[src/hw/rtl/serial_loaded_bank_mapper_macros.svh]
// Assertion helpers for the bank mapper. Each expects clk and rst_n in scope.
`ifndef SERIAL_LOADED_BANK_MAPPER_MACROS_SVH
`define SERIAL_LOADED_BANK_MAPPER_MACROS_SVH
`ifndef SYNTHESIS
`define SLBM_ASSERT_IMP(lbl, ante, cons) \
    lbl: assert property (@(posedge clk) disable iff (!rst_n) (ante) |-> (cons)) \
        else $error("slbm: same-cycle check failed");
`define SLBM_ASSERT_NXT(lbl, ante, cons) \
    lbl: assert property (@(posedge clk) disable iff (!rst_n) (ante) |=> (cons)) \
        else $error("slbm: next-cycle check failed");
`else
`define SLBM_ASSERT_IMP(lbl, ante, cons)
`define SLBM_ASSERT_NXT(lbl, ante, cons)
`endif
`endif

[src/hw/rtl/slbm_pkg.sv]
`timescale 1ns / 1ps
`default_nettype none

package slbm_pkg;

    localparam int FUNC_W  = 2;
    localparam int ADDR_W  = 16;
    localparam int DATA_W  = 8;
    localparam int TGT_W   = 2;
    localparam int MAP_W   = 18;
    localparam int MIRR_W  = 2;
    localparam int COUNT_W = 5;

    // bus request kinds
    localparam logic [FUNC_W-1:0] FUNC_CPU_RD = 2'd0;
    localparam logic [FUNC_W-1:0] FUNC_CPU_WR = 2'd1;
    localparam logic [FUNC_W-1:0] FUNC_PPU    = 2'd2;

    // target memories
    localparam logic [TGT_W-1:0] TGT_NONE    = 2'd0;
    localparam logic [TGT_W-1:0] TGT_PRG_ROM = 2'd1;
    localparam logic [TGT_W-1:0] TGT_PRG_RAM = 2'd2;
    localparam logic [TGT_W-1:0] TGT_CHR     = 2'd3;

    // serial register select, address bits 14:13
    localparam logic [1:0] SEL_CTRL   = 2'd0;
    localparam logic [1:0] SEL_CHR_LO = 2'd1;
    localparam logic [1:0] SEL_CHR_HI = 2'd2;
    localparam logic [1:0] SEL_PRG    = 2'd3;

    // ROM layouts: 0/1 switch 32KB, 2 fixes first bank low, 3 fixes last bank high
    localparam logic [1:0] LAYOUT_FIX_FIRST = 2'd2;
    localparam logic [1:0] LAYOUT_FIX_LAST  = 2'd3;

    localparam logic [4:0]         SHIFT_EMPTY     = 5'h10;
    localparam logic [COUNT_W-1:0] BANK_COUNT_RST  = 5'd16;
    localparam logic [2:0]         RAM_WINDOW_TOP  = 3'b011;   // 0x6000-0x7FFF

    typedef struct packed {
        logic [FUNC_W-1:0] func;
        logic [ADDR_W-1:0] address;
        logic [DATA_W-1:0] write_data;
    } slbm_item_t;

    typedef struct packed {
        logic [4:0] load_shift;
        logic [1:0] mirror_mode;
        logic [1:0] rom_layout;
        logic       chr_4k_mode;
        logic [4:0] chr_bank_low;
        logic [4:0] chr_bank_high;
        logic [3:0] prg_bank;
        logic       ram_off;
    } slbm_state_t;

    typedef struct packed {
        logic [TGT_W-1:0] target;
        logic [MAP_W-1:0] mapped;
    } slbm_xlate_t;

    localparam slbm_state_t STATE_RST = '{
        load_shift:    SHIFT_EMPTY,
        mirror_mode:   2'd0,
        rom_layout:    LAYOUT_FIX_LAST,
        chr_4k_mode:   1'b0,
        chr_bank_low:  5'd0,
        chr_bank_high: 5'd0,
        prg_bank:      4'd0,
        ram_off:       1'b0
    };

endpackage

`default_nettype wire

[src/hw/rtl/slbm_if.sv]
`timescale 1ns / 1ps
`default_nettype none

interface slbm_access_if;
    import slbm_pkg::*;
    logic              valid;
    logic              ready;
    logic [FUNC_W-1:0] func;
    logic [ADDR_W-1:0] address;
    logic [DATA_W-1:0] write_data;
    modport source (output valid, func, address, write_data, input ready);
    modport sink   (input valid, func, address, write_data, output ready);
endinterface

interface slbm_result_if;
    import slbm_pkg::*;
    logic              valid;
    logic              ready;
    logic [TGT_W-1:0]  target;
    logic [MAP_W-1:0]  mapped_address;
    logic [MIRR_W-1:0] mirroring;
    logic              ram_disabled;
    modport source (output valid, target, mapped_address, mirroring, ram_disabled,
                    input ready);
    modport sink   (input valid, target, mapped_address, mirroring, ram_disabled,
                    output ready);
endinterface

interface slbm_cfg_if;
    import slbm_pkg::*;
    logic               valid;
    logic               ready;
    logic [COUNT_W-1:0] prg_bank_count;
    modport source (output valid, prg_bank_count, input ready);
    modport sink   (input valid, prg_bank_count, output ready);
endinterface

`default_nettype wire

[src/hw/rtl/slbm_regs.sv]
`timescale 1ns / 1ps
`default_nettype none
`include "serial_loaded_bank_mapper_macros.svh"

// Serial load register and the four mapper registers.
module slbm_regs (
    input  wire                   clk,
    input  wire                   rst_n,
    input  wire                   take,
    input  wire slbm_pkg::slbm_item_t item,
    output slbm_pkg::slbm_state_t cur,
    output slbm_pkg::slbm_state_t nxt
);
    import slbm_pkg::*;

    slbm_state_t state_reg;
    slbm_state_t state_next;
    logic [4:0]  shifted;
    logic        reg_write;

    assign shifted   = {item.write_data[0], state_reg.load_shift[4:1]};
    assign reg_write = take && (item.func == FUNC_CPU_WR) && item.address[15];

    always_comb
    begin
        state_next = state_reg;
        if (reg_write)
        begin
            if (item.write_data[7])
            begin
                state_next.load_shift = SHIFT_EMPTY;
            end
            else if (!state_reg.load_shift[0])
            begin
                state_next.load_shift = shifted;
            end
            else
            begin
                state_next.load_shift = SHIFT_EMPTY;
                case (item.address[14:13])
                    SEL_CTRL:
                    begin
                        state_next.mirror_mode = shifted[1:0];
                        state_next.rom_layout  = shifted[3:2];
                        state_next.chr_4k_mode = shifted[4];
                    end
                    SEL_CHR_LO:
                    begin
                        // 8KB mode drops the low bank bit
                        state_next.chr_bank_low = {shifted[4:1],
                                                   shifted[0] & state_reg.chr_4k_mode};
                    end
                    SEL_CHR_HI:
                    begin
                        if (state_reg.chr_4k_mode)
                        begin
                            state_next.chr_bank_high = shifted;
                        end
                    end
                    default:
                    begin
                        // 32KB mode drops the low bank bit
                        state_next.prg_bank = {shifted[3:1],
                                               shifted[0] & state_reg.rom_layout[1]};
                        state_next.ram_off  = shifted[4];
                    end
                endcase
            end
        end
    end

    always_ff @(posedge clk or negedge rst_n)
    begin
        if (!rst_n)
        begin
            state_reg <= STATE_RST;
        end
        else
        begin
            state_reg <= state_next;
        end
    end

    assign cur = state_reg;
    assign nxt = state_next;

    // the marker bit never leaves the load register
    `SLBM_ASSERT_IMP(a_shift_marker, 1'b1, state_reg.load_shift != 5'd0)
    `SLBM_ASSERT_NXT(a_clear_bit, reg_write && item.write_data[7],
                     state_reg.load_shift == SHIFT_EMPTY)
    `SLBM_ASSERT_NXT(a_no_update, take && (item.func != FUNC_CPU_WR), $stable(state_reg))

endmodule

`default_nettype wire

[src/hw/rtl/slbm_xlate.sv]
`timescale 1ns / 1ps
`default_nettype none

// Address translation for one request against the current mapper state.
module slbm_xlate (
    input  wire slbm_pkg::slbm_item_t        item,
    input  wire slbm_pkg::slbm_state_t       state,
    input  wire [slbm_pkg::COUNT_W-1:0]      prg_bank_count,
    output slbm_pkg::slbm_xlate_t            xlate
);
    import slbm_pkg::*;

    logic [COUNT_W-1:0] last_count;
    logic [3:0]         last_bank;
    logic [3:0]         bank16;
    logic [MAP_W-1:0]   prg_map;
    logic [MAP_W-1:0]   chr_map;
    logic [12:0]        pa;
    logic               in_ram;

    assign last_count = prg_bank_count - COUNT_W'(1);
    assign last_bank  = last_count[3:0];
    assign pa         = item.address[12:0];
    assign in_ram     = (item.address[15:13] == RAM_WINDOW_TOP);

    always_comb
    begin
        bank16 = state.prg_bank;
        if (!item.address[14])
        begin
            if (state.rom_layout == LAYOUT_FIX_FIRST)
            begin
                bank16 = 4'd0;
            end
        end
        else if (state.rom_layout == LAYOUT_FIX_LAST)
        begin
            bank16 = last_bank;
        end

        if (!state.rom_layout[1])
        begin
            prg_map = {state.prg_bank[3:1], item.address[14:0]};
        end
        else
        begin
            prg_map = {bank16, item.address[13:0]};
        end
    end

    always_comb
    begin
        if (!pa[12] || !state.chr_4k_mode)
        begin
            chr_map = {1'b0, state.chr_bank_low, 12'd0} + {5'd0, pa};
        end
        else
        begin
            chr_map = {1'b0, state.chr_bank_high, pa[11:0]};
        end
    end

    always_comb
    begin
        xlate.target = TGT_NONE;
        xlate.mapped = '0;
        case (item.func)
            FUNC_CPU_RD:
            begin
                if (in_ram)
                begin
                    xlate.target = TGT_PRG_RAM;
                    xlate.mapped = {5'd0, pa};
                end
                else if (item.address[15])
                begin
                    xlate.target = TGT_PRG_ROM;
                    xlate.mapped = prg_map;
                end
            end
            FUNC_CPU_WR:
            begin
                if (in_ram)
                begin
                    xlate.target = TGT_PRG_RAM;
                    xlate.mapped = {5'd0, pa};
                end
            end
            FUNC_PPU:
            begin
                xlate.target = TGT_CHR;
                xlate.mapped = chr_map;
            end
            default:
            begin
                xlate.target = TGT_NONE;
            end
        endcase
    end

endmodule

`default_nettype wire

[src/hw/rtl/serial_loaded_bank_mapper.sv]
`timescale 1ns / 1ps
`default_nettype none
`include "serial_loaded_bank_mapper_macros.svh"

// Cartridge bank mapper (MMC1 style). Every bus request on the access channel
// (CPU read, CPU write or PPU pattern access) gives exactly one result: the
// memory reached (none, PRG ROM, PRG RAM or CHR), the byte offset within it,
// and the mirroring mode and PRG RAM disable bit as they stand after the
// request. CPU writes at 0x8000 and up shift one bit at a time into a five-bit
// load register; bit 7 set clears it, and the fifth bit commits the value to
// the register picked by address bits 14:13. PRG RAM sits at 0x6000-0x7FFF.
// Throughput is one request per clock while the result side is not stalled.
// The accepting edge loads the input register, and the result register loads
// from it once it has room; these are the two register stages around the
// single translate/update pass. Result stalls hold both stages; the access
// channel keeps taking requests while either stage has room. The PRG bank
// count is written on the cfg channel (always ready); the user must write it
// only while no request is in flight, as the block itself does not enforce it.
module serial_loaded_bank_mapper (
    input  wire            clk,
    input  wire            rst_n,
    slbm_access_if.sink    access,
    slbm_result_if.source  result,
    slbm_cfg_if.sink       cfg
);
    import slbm_pkg::*;

    // configuration
    logic [COUNT_W-1:0] prg_bank_count_reg;

    // input stage
    logic        s1_valid_reg;
    slbm_item_t  s1_item_reg;
    logic        s1_advance;
    logic        out_load;

    // result stage
    logic              out_valid_reg;
    logic [TGT_W-1:0]  out_target_reg;
    logic [MAP_W-1:0]  out_mapped_reg;
    logic [MIRR_W-1:0] out_mirror_reg;
    logic              out_ram_off_reg;

    slbm_state_t cur_state;
    slbm_state_t nxt_state;
    slbm_xlate_t xlate;
    slbm_item_t  access_item;

    assign cfg.ready = 1'b1;

    always_ff @(posedge clk or negedge rst_n)
    begin
        if (!rst_n)
        begin
            prg_bank_count_reg <= BANK_COUNT_RST;
        end
        else if (cfg.valid)
        begin
            prg_bank_count_reg <= cfg.prg_bank_count;
        end
    end

    // handshake: result register frees up when empty or being drained
    assign out_load     = !out_valid_reg || result.ready;
    assign s1_advance   = s1_valid_reg && out_load;
    assign access.ready = !s1_valid_reg || s1_advance;

    assign access_item.func       = access.func;
    assign access_item.address    = access.address;
    assign access_item.write_data = access.write_data;

    always_ff @(posedge clk or negedge rst_n)
    begin
        if (!rst_n)
        begin
            s1_valid_reg <= 1'b0;
        end
        else if (access.ready)
        begin
            s1_valid_reg <= access.valid;
        end
    end

    always_ff @(posedge clk)
    begin
        if (access.valid && access.ready)
        begin
            s1_item_reg <= access_item;
        end
    end

    // state only moves when the request leaves the input stage
    slbm_regs u_regs (
        .clk   (clk),
        .rst_n (rst_n),
        .take  (s1_advance),
        .item  (s1_item_reg),
        .cur   (cur_state),
        .nxt   (nxt_state)
    );

    slbm_xlate u_xlate (
        .item           (s1_item_reg),
        .state          (cur_state),
        .prg_bank_count (prg_bank_count_reg),
        .xlate          (xlate)
    );

    always_ff @(posedge clk or negedge rst_n)
    begin
        if (!rst_n)
        begin
            out_valid_reg <= 1'b0;
        end
        else if (out_load)
        begin
            out_valid_reg <= s1_valid_reg;
        end
    end

    // mirroring and RAM-off are reported after this request's update
    always_ff @(posedge clk)
    begin
        if (s1_advance)
        begin
            out_target_reg  <= xlate.target;
            out_mapped_reg  <= xlate.mapped;
            out_mirror_reg  <= nxt_state.mirror_mode;
            out_ram_off_reg <= nxt_state.ram_off;
        end
    end

    assign result.valid          = out_valid_reg;
    assign result.target         = out_target_reg;
    assign result.mapped_address = out_mapped_reg;
    assign result.mirroring      = out_mirror_reg;
    assign result.ram_disabled   = out_ram_off_reg;

    `SLBM_ASSERT_NXT(a_advance_fills, s1_advance, out_valid_reg)
    `SLBM_ASSERT_IMP(a_stall_cause, !access.ready,
                     s1_valid_reg && out_valid_reg && !result.ready)
    `SLBM_ASSERT_NXT(a_ppu_to_chr, s1_advance && (s1_item_reg.func == FUNC_PPU),
                     out_target_reg == TGT_CHR)
    `SLBM_ASSERT_NXT(a_low_write_none,
                     s1_advance && (s1_item_reg.func == FUNC_CPU_WR)
                     && s1_item_reg.address[15],
                     out_target_reg == TGT_NONE)

endmodule

`default_nettype wire

[src/flat_wrapper.sv]
// flat-port wrapper written by rule: the top's interface ports become plain ports
module serial_loaded_bank_mapper_flat import slbm_pkg::*;
  (clk, rst_n, access_valid, access_func, access_address, access_write_data, access_ready, result_valid, result_target, result_mapped_address, result_mirroring, result_ram_disabled, result_ready, cfg_valid, cfg_prg_bank_count, cfg_ready);
  slbm_access_if access_i ();
  slbm_result_if result_i ();
  slbm_cfg_if cfg_i ();
  input  wire clk;
  input  wire rst_n;
  input wire logic [$bits(access_i.valid)-1:0] access_valid;
  input wire logic [$bits(access_i.func)-1:0] access_func;
  input wire logic [$bits(access_i.address)-1:0] access_address;
  input wire logic [$bits(access_i.write_data)-1:0] access_write_data;
  output wire logic [$bits(access_i.ready)-1:0] access_ready;
  output wire logic [$bits(result_i.valid)-1:0] result_valid;
  output wire logic [$bits(result_i.target)-1:0] result_target;
  output wire logic [$bits(result_i.mapped_address)-1:0] result_mapped_address;
  output wire logic [$bits(result_i.mirroring)-1:0] result_mirroring;
  output wire logic [$bits(result_i.ram_disabled)-1:0] result_ram_disabled;
  input wire logic [$bits(result_i.ready)-1:0] result_ready;
  input wire logic [$bits(cfg_i.valid)-1:0] cfg_valid;
  input wire logic [$bits(cfg_i.prg_bank_count)-1:0] cfg_prg_bank_count;
  output wire logic [$bits(cfg_i.ready)-1:0] cfg_ready;
  assign access_i.valid = access_valid;
  assign access_i.func = access_func;
  assign access_i.address = access_address;
  assign access_i.write_data = access_write_data;
  assign access_ready = access_i.ready;
  assign result_valid = result_i.valid;
  assign result_target = result_i.target;
  assign result_mapped_address = result_i.mapped_address;
  assign result_mirroring = result_i.mirroring;
  assign result_ram_disabled = result_i.ram_disabled;
  assign result_i.ready = result_ready;
  assign cfg_i.valid = cfg_valid;
  assign cfg_i.prg_bank_count = cfg_prg_bank_count;
  assign cfg_ready = cfg_i.ready;
  serial_loaded_bank_mapper u_core (.clk(clk), .rst_n(rst_n), .access(access_i), .result(result_i), .cfg(cfg_i));
endmodule
[config.mk]
export PLATFORM = sky130hd
export DESIGN_NAME = serial_loaded_bank_mapper_flat
export DESIGN_NICKNAME = d
export VERILOG_FILES = /design/src/hw/rtl/slbm_pkg.sv /design/src/hw/rtl/slbm_if.sv /design/src/hw/rtl/slbm_regs.sv /design/src/hw/rtl/slbm_xlate.sv /design/src/hw/rtl/serial_loaded_bank_mapper.sv /design/src/flat_wrapper.sv
export VERILOG_INCLUDE_DIRS = /design/src /design/src/hw/rtl
export SDC_FILE = /design/constraint.sdc
export NUM_CORES = 1
export LEC_CHECK = 0
export BUFFER_PORTS_ARGS = -buffer_cell sky130_fd_sc_hd__buf_2
export CAP_MARGIN = 30
export CORE_MARGIN = 2
export CORE_UTILIZATION = 52
export CTS_BUF_LIST = sky130_fd_sc_hd__clkbuf_8
export DETAILED_ROUTE_END_ITERATION = 8
export HOLD_SLACK_MARGIN = 0.1
export PLACE_DENSITY = 0.76
export SYNTH_ARGS = -nofsm -noshare
export SYNTH_HDL_FRONTEND = slang
export SYNTH_SLANG_ARGS = --single-unit
[constraint.sdc]
create_clock -name clk -period 4.41 [get_ports clk]
set_clock_uncertainty 0.2 [all_clocks]
set_input_delay 0.882 -clock clk [delete_from_list [all_inputs] [get_ports clk]]
set_output_delay 0.882 -clock clk [all_outputs]
set_load 0.03 [all_outputs]
Word level (Yosys, flattened, before mapping)
Index checks and enable logic that the tools add are counted.
W data, S select, Z words.
- bits in registers: 80
- latch bits: 0
- RAM bits: 0
- ROM bits: 0
- input port bits: 36
- output and inout port bits: 26
- logic and storage cells: 69
- memories: 0
- $add $sub $neg: 2
- multiply operators: 0
- divide/modulo/power cells: 0
- $lt $le $gt $ge: 0
- equality and inequality tests: 7
- shifts and indexed selects: 0
- multiplexer cells: 20
- bitwise operators: 4
- reduce and logical (&&, ||, !) cells: 18
- operators by type and width (kind ; count):
    $mux W20 ; 5
    $pmux W18 S3 ; 1
    $mux W18 ; 2
    $mux W5 ; 7
    $mux W19 ; 1
    $add A17 B13 Y18 ; 1
    $mux W4 ; 3
    $reduce_and A4 Y1 ; 3
    $eq A2 B2 Y1 const B ; 4
    $pmux W2 S3 ; 1
    $reduce_and A5 Y1 ; 1
    $eq A2 B1 Y1 const B ; 2
    $logic_and A1 B1 Y1 ; 4
    $logic_not A1 Y1 ; 4
    $logic_not A2 Y1 ; 2
    $sub A4 B1 Y4 const B ; 1
    $eq A3 B2 Y1 const B ; 1
    $logic_or A1 B1 Y1 ; 3
    $reduce_or A3 Y1 ; 1
    $and A1 B1 Y1 ; 2
    $not A1 Y1 ; 2

Depth between registers and ports, before layout
- word-level depth: 7
- depth in mapped cells: 6
- mapped depth without buffers: 6

Hierarchy
Synthesis repeated with hierarchy kept, for this count alone.
- cell total of the unflattened synthesis: 217
- area total of the unflattened synthesis: 3275.6 um2
- modules (own cells, without submodules) (module ; times used ; cells each ; area an instance (um2) ; sequential area each (um2)):
    serial_loaded_bank_mapper ; 1 ; 69 ; 1754.2 ; 1647.8
    slbm_regs ; 1 ; 75 ; 1059.8 ; 629.4
    slbm_xlate ; 1 ; 73 ; 461.7 ; 0.0

Worst setup path after synthesis
No wires, ideal clock.
- path kind: input -> register
- start: in result_ready
- end: reg u_core.s1_item_reg[0] in the netlist's numbering (enable)
- library setup time: 378 ps
- arrival time: 1786 ps
- data required time: 3832 ps
- path slack: 2046 ps
- stages: 2
- path buffers: 0
- path through: nand3b_1 > and2_1
- longest elaborated chain between the ends: 4
- RTL lines (item ; line ; source):
    start, declared ; flat_wrapper.sv:19 ; input wire logic [$bits(result_i.ready)-1:0] result_ready;
    $logic_or A1 B1 Y1 ; serial_loaded_bank_mapper.sv:64 ; assign out_load = !out_valid_reg || result.ready;
    $logic_and A1 B1 Y1 ; serial_loaded_bank_mapper.sv:65 ; assign s1_advance = s1_valid_reg && out_load;
    $logic_or A1 B1 Y1 ; serial_loaded_bank_mapper.sv:66 ; assign access.ready = !s1_valid_reg || s1_advance;
    $logic_and A1 B1 Y1 ; serial_loaded_bank_mapper.sv:86 ; if (access.valid && access.ready)
    end signal, assigned ; serial_loaded_bank_mapper.sv:88 ; s1_item_reg <= access_item;
    end, declared ; serial_loaded_bank_mapper.sv:33 ; slbm_item_t s1_item_reg;
No other way between the ends.
A chain may end at the register's enable or synchronous reset.

Worst setup path after layout
- start: in result_ready
- end: out access_ready
- longest elaborated chain between the ends: 3
- RTL lines (item ; line ; source):
    $logic_or A1 B1 Y1 ; serial_loaded_bank_mapper.sv:64 ;
    $logic_and A1 B1 Y1 ; serial_loaded_bank_mapper.sv:65 ;
    $logic_or A1 B1 Y1 ; serial_loaded_bank_mapper.sv:66 ;
    end, declared ; flat_wrapper.sv:13 ; output wire logic [$bits(access_i.ready)-1:0] access_ready;
No other way between the ends.

==> impl.org <==
** Critical path
- The critical path in this run is classified as in2out.
- CP Data Required Time :: 3.33 ns
- STA classifies the critical path startpoint as an input pin.
- Tracing the worst setup path back leads to its startpoint at result_ready.
- Worst r2r src :: u_core.s1_item_reg[25]
- STA puts the critical path data arrival time at 1.37 ns.
- The worst setup path is captured at a primary output.
- In this run the worst path has a maximum fanout of 3.
- In this run the critical register-to-register path is captured at u_core.result.ram_disabled.
- Measured in cells, the most critical reg-to-reg path has a length of 4.
- For flop-to-flop paths, the worst setup slack is 2.16 ns.

** Synth
- Synth unique cells :: 38
- Proportion of synthesized chip area in sequential cells :: 68.8%
- Post-synth ARST share :: 41.9%
- Cells taking the most area after synthesis :: sky130_fd_sc_hd__edfxtp_1, sky130_fd_sc_hd__dfrtp_1, sky130_fd_sc_hd__mux2_2
- sky130_fd_sc_hd__edfxtp_1 is the most common cell in the netlist.
- Cell taking the most area after synthesis :: sky130_fd_sc_hd__edfxtp_1
- The Yosys step of the flow raised 0 warnings.
- Post-synth EDFFs :: 43
- Number of standard cells after synthesis :: ~200
- In this run the mean area of a mapped cell was 14.6 µm².
- When the netlist entered floorplanning its net count stood at 245.
- Synthesis inferred 74 register bits.
- The cell area that synthesis handed to floorplanning was approximately 3000 µm².
- Top-area cell type share of the netlist area :: 42.9%
- Ranked by instance count, the synthesized netlist is headed by sky130_fd_sc_hd__edfxtp_1, sky130_fd_sc_hd__dfrtp_1, sky130_fd_sc_hd__nand2_1, sky130_fd_sc_hd__mux2_2, sky130_fd_sc_hd__and2_1.
- Synth Flop Type :: sky130_fd_sc_hd__edfxtp_1

** Drt
- First-pass DRT Iterations :: 5
- In the routed design, unresolved DRC markers number 0.
- In this run the remaining antenna-violating nets after routing total 0.
- In the final routed layout, each cell accounts on average for 14.8 µm.
- The detailed router placed around 1800 vias in this run.
- After detailed routing, the number of vias per cell comes to 5.16.
- Initial DRC Count :: 140
- The final layout contains routed wiring with a total length of 5070 µm.

** GRT
- Entering global routing, the biggest net connects 32 pins.
- Wire length of the first global-routing pass :: 7930 µm
- Antenna violations before repair :: 0
- Number of global-route vias before repair :: between 1500 and 2000
- Met2 Use GR :: a little over a quarter
- For met3 alone, demand over resource in global routing was between 6 and 7%.
- Global routing consumed, over all layers together, 17.5% of the routing resources.
- Remaining Overflow, GRT :: 0
- For met1 alone, demand over resource in global routing was 22.0%.
- Layer carrying the most global-route usage :: met2

** Floorplan
- Site row count :: 27
- Die Footprint :: 6410 µm²
- The region available for standard cell placement spans 5540 µm².
- For this design the top-level I/O count stands at 62.
- Vertical die dimension :: approximately 80 µm
- In this run the horizontal extent of the chip is 80.1 µm.
- Initial cell density of the core :: 54.3%

** Placed design
- The wire-length estimate of the detail-placed layout is 3560 µm.
- Input and output buffers added on the ports amount to between 50 and 60.
- Summing all placed instances gives a cell area of 3340 µm².
- Routability congestion estimate from global placement :: 0.844
- Setup slack at placement :: 1.81 ns

** Clocking
- Setup Fix Bufs, Post-CTS :: 0
- In this run the number of H-tree levels came out at 3.
- At the later pin of the worst-skew pair, clock insertion delay measures 0.35 ns.
- The clock drives 74 sinks.
- Post-CTS sizing :: 0
- Hold-fix buffers, CTS :: 0
- CTS tree :: done
- In this run the deepest clock path goes through 2 buffers.
- Clock-pin slew was measured on the worst setup and hold paths at roughly 0.07 ns.
- The root buffer cell chosen for the clock tree is sky130_fd_sc_hd__clkbuf_8.
- Number of buffers created by CTS :: 9

** Timing
- The number of failing hold endpoints at the final stage is 0.
- For this run, the top clock speed supported by timing is roughly 410 MHz.
- In the finished design, the share of the clock period the worst path needs comes to between 50% and 60%.
- For the pin with the worst max-slew slack, the measured transition is 0.971 ns.
- Final max-slew violation count :: 0
- Setup repair after global routing left no endpoint under its margin.
- Setup violations remaining at the end of the flow were counted as 0.
- Setup total negative slack on the finished layout was measured at 0 ns.
- Headroom to the max-slew limit came out at 35.2%.
- Setup slack closes at 1.96 ns.
- Tmin final :: 2.45 ns

** Power
- Leakage power figure :: about 1.5 nW
- Worst vdd rail ir drop :: 231 µV
- Areal power density over the cells :: 393 nW/µm²
- Power, Total :: 1.38 mW

** Final layout
- Antenna diodes :: 0
- From synthesis to final layout, the design area changed by 16.8%.
- Share of post-route cells with drive strength above 1 :: 34.7%
- Post-route design area :: between 3000 and 4000 µm²
- Number of flip-flops in the largest register :: 25
- Total number of nets in the final design :: 305

** Flow run
- Number of maximum-capacitance constraint violations :: 0

** Min path
- Along the worst hold path, the cell count comes to 1.
- Hold/Removal Path Class :: reg2reg
- For hold timing, the worst endpoint is u_core.u_regs.cur[0].
- Worst hold start :: u_core.u_regs.cur[0]

** Status
- The run finished with clean final reports.
-- cells by family (layout without fill, tap and decap cells) --
family / count (synthesis) / after routing / share of synthesized area [%]
compound gates: 23 / 23 / 4.37
other cells: 1 / 1 / 0.125
fa+ha+maj: 3 / 3 / 1.25
simple gates: 62 / 62 / 11.6
mux: 29 / 29 / 11.1
flops: 74 / 74 / 68.8
buf+inv: 9 / 74 / 1.29
xor+xnor: 5 / 5 / 1.46
-- metal layers --
layer	wire, µm	up-vias
li1	-	864
met1	2210	834
met2	2430	59
met3	296	12
met4	124	0
met5	0	-
-- power breakdown --
group	leakage [nW]	internal (mW)	switching [mW]	total, mW
clock network	0.0803	0.201	0.242	0.443
logic	0.617	0.0413	0.0838	0.125
registers	0.817	0.784	0.0288	0.812
total	1.51	1.03	0.355	1.38
-- final cells by class --
cell class | instances | area, µm²
sequential | 74 | 2070
fill | 422 | 2030
multi-input combinational | 123 | 898
timing repair buffer | 53 | 265
clock buffer | 9 | 124
tap | 72 | 90.1
clock inverter | 7 | 47.5
inverter | 5 | 18.8
-- placed cells by master, fill, tap and decap left out, types with 2 or more instances in the layout --
cell type,count
sky130_fd_sc_hd__buf_2,53
sky130_fd_sc_hd__edfxtp_1,43
sky130_fd_sc_hd__dfrtp_1,28
sky130_fd_sc_hd__nand2_1,19
sky130_fd_sc_hd__mux2_2,15
sky130_fd_sc_hd__and2_1,14
sky130_fd_sc_hd__o21ai_0,13
sky130_fd_sc_hd__mux2i_1,9
sky130_fd_sc_hd__clkbuf_8,9
sky130_fd_sc_hd__nand2b_1,7
sky130_fd_sc_hd__inv_1,6
sky130_fd_sc_hd__mux2_4,5
sky130_fd_sc_hd__xnor2_1,4
sky130_fd_sc_hd__o22ai_1,4
sky130_fd_sc_hd__nor2_1,4
sky130_fd_sc_hd__nand3_1,3
sky130_fd_sc_hd__ha_1,3
sky130_fd_sc_hd__clkinvlp_4,3
sky130_fd_sc_hd__dfstp_2,3
sky130_fd_sc_hd__or3_1,2
sky130_fd_sc_hd__a21oi_1,2
sky130_fd_sc_hd__nand3b_1,2
sky130_fd_sc_hd__nor3_1,2
sky130_fd_sc_hd__clkinv_4,2
-- worst max path at each step --
stage                                            end  slack [ns]  cells past startpoint
after floorplan                u_core.s1_item_reg[0]        2.05                      2
final                                   access_ready        1.96                      3
after global routing                    access_ready        1.94                      3
after CTS                               access_ready        1.96                      3
after global placement    u_core.result.ram_disabled        1.83                      5
after detailed placement  u_core.result.ram_disabled        1.81                      5
-- worst max-delay path: stages --
cell,delay (ns)
sky130_fd_sc_hd__buf_2,0.10
sky130_fd_sc_hd__nand3b_1,0.18
sky130_fd_sc_hd__buf_2,0.20
-- metrics by stage --
stage | instances | hold slack [ns] | util, %
floorplan | 206 | 0.265 | -
global placement | 327 | 0.281 | 60.3
detailed placement | 327 | 0.285 | 60.3
CTS | 343 | 0.301 | 63.4
global route | 343 | 0.325 | 63.4
finish | 343 | 0.299 | 63.4
(Power assumes the default switching activity.)
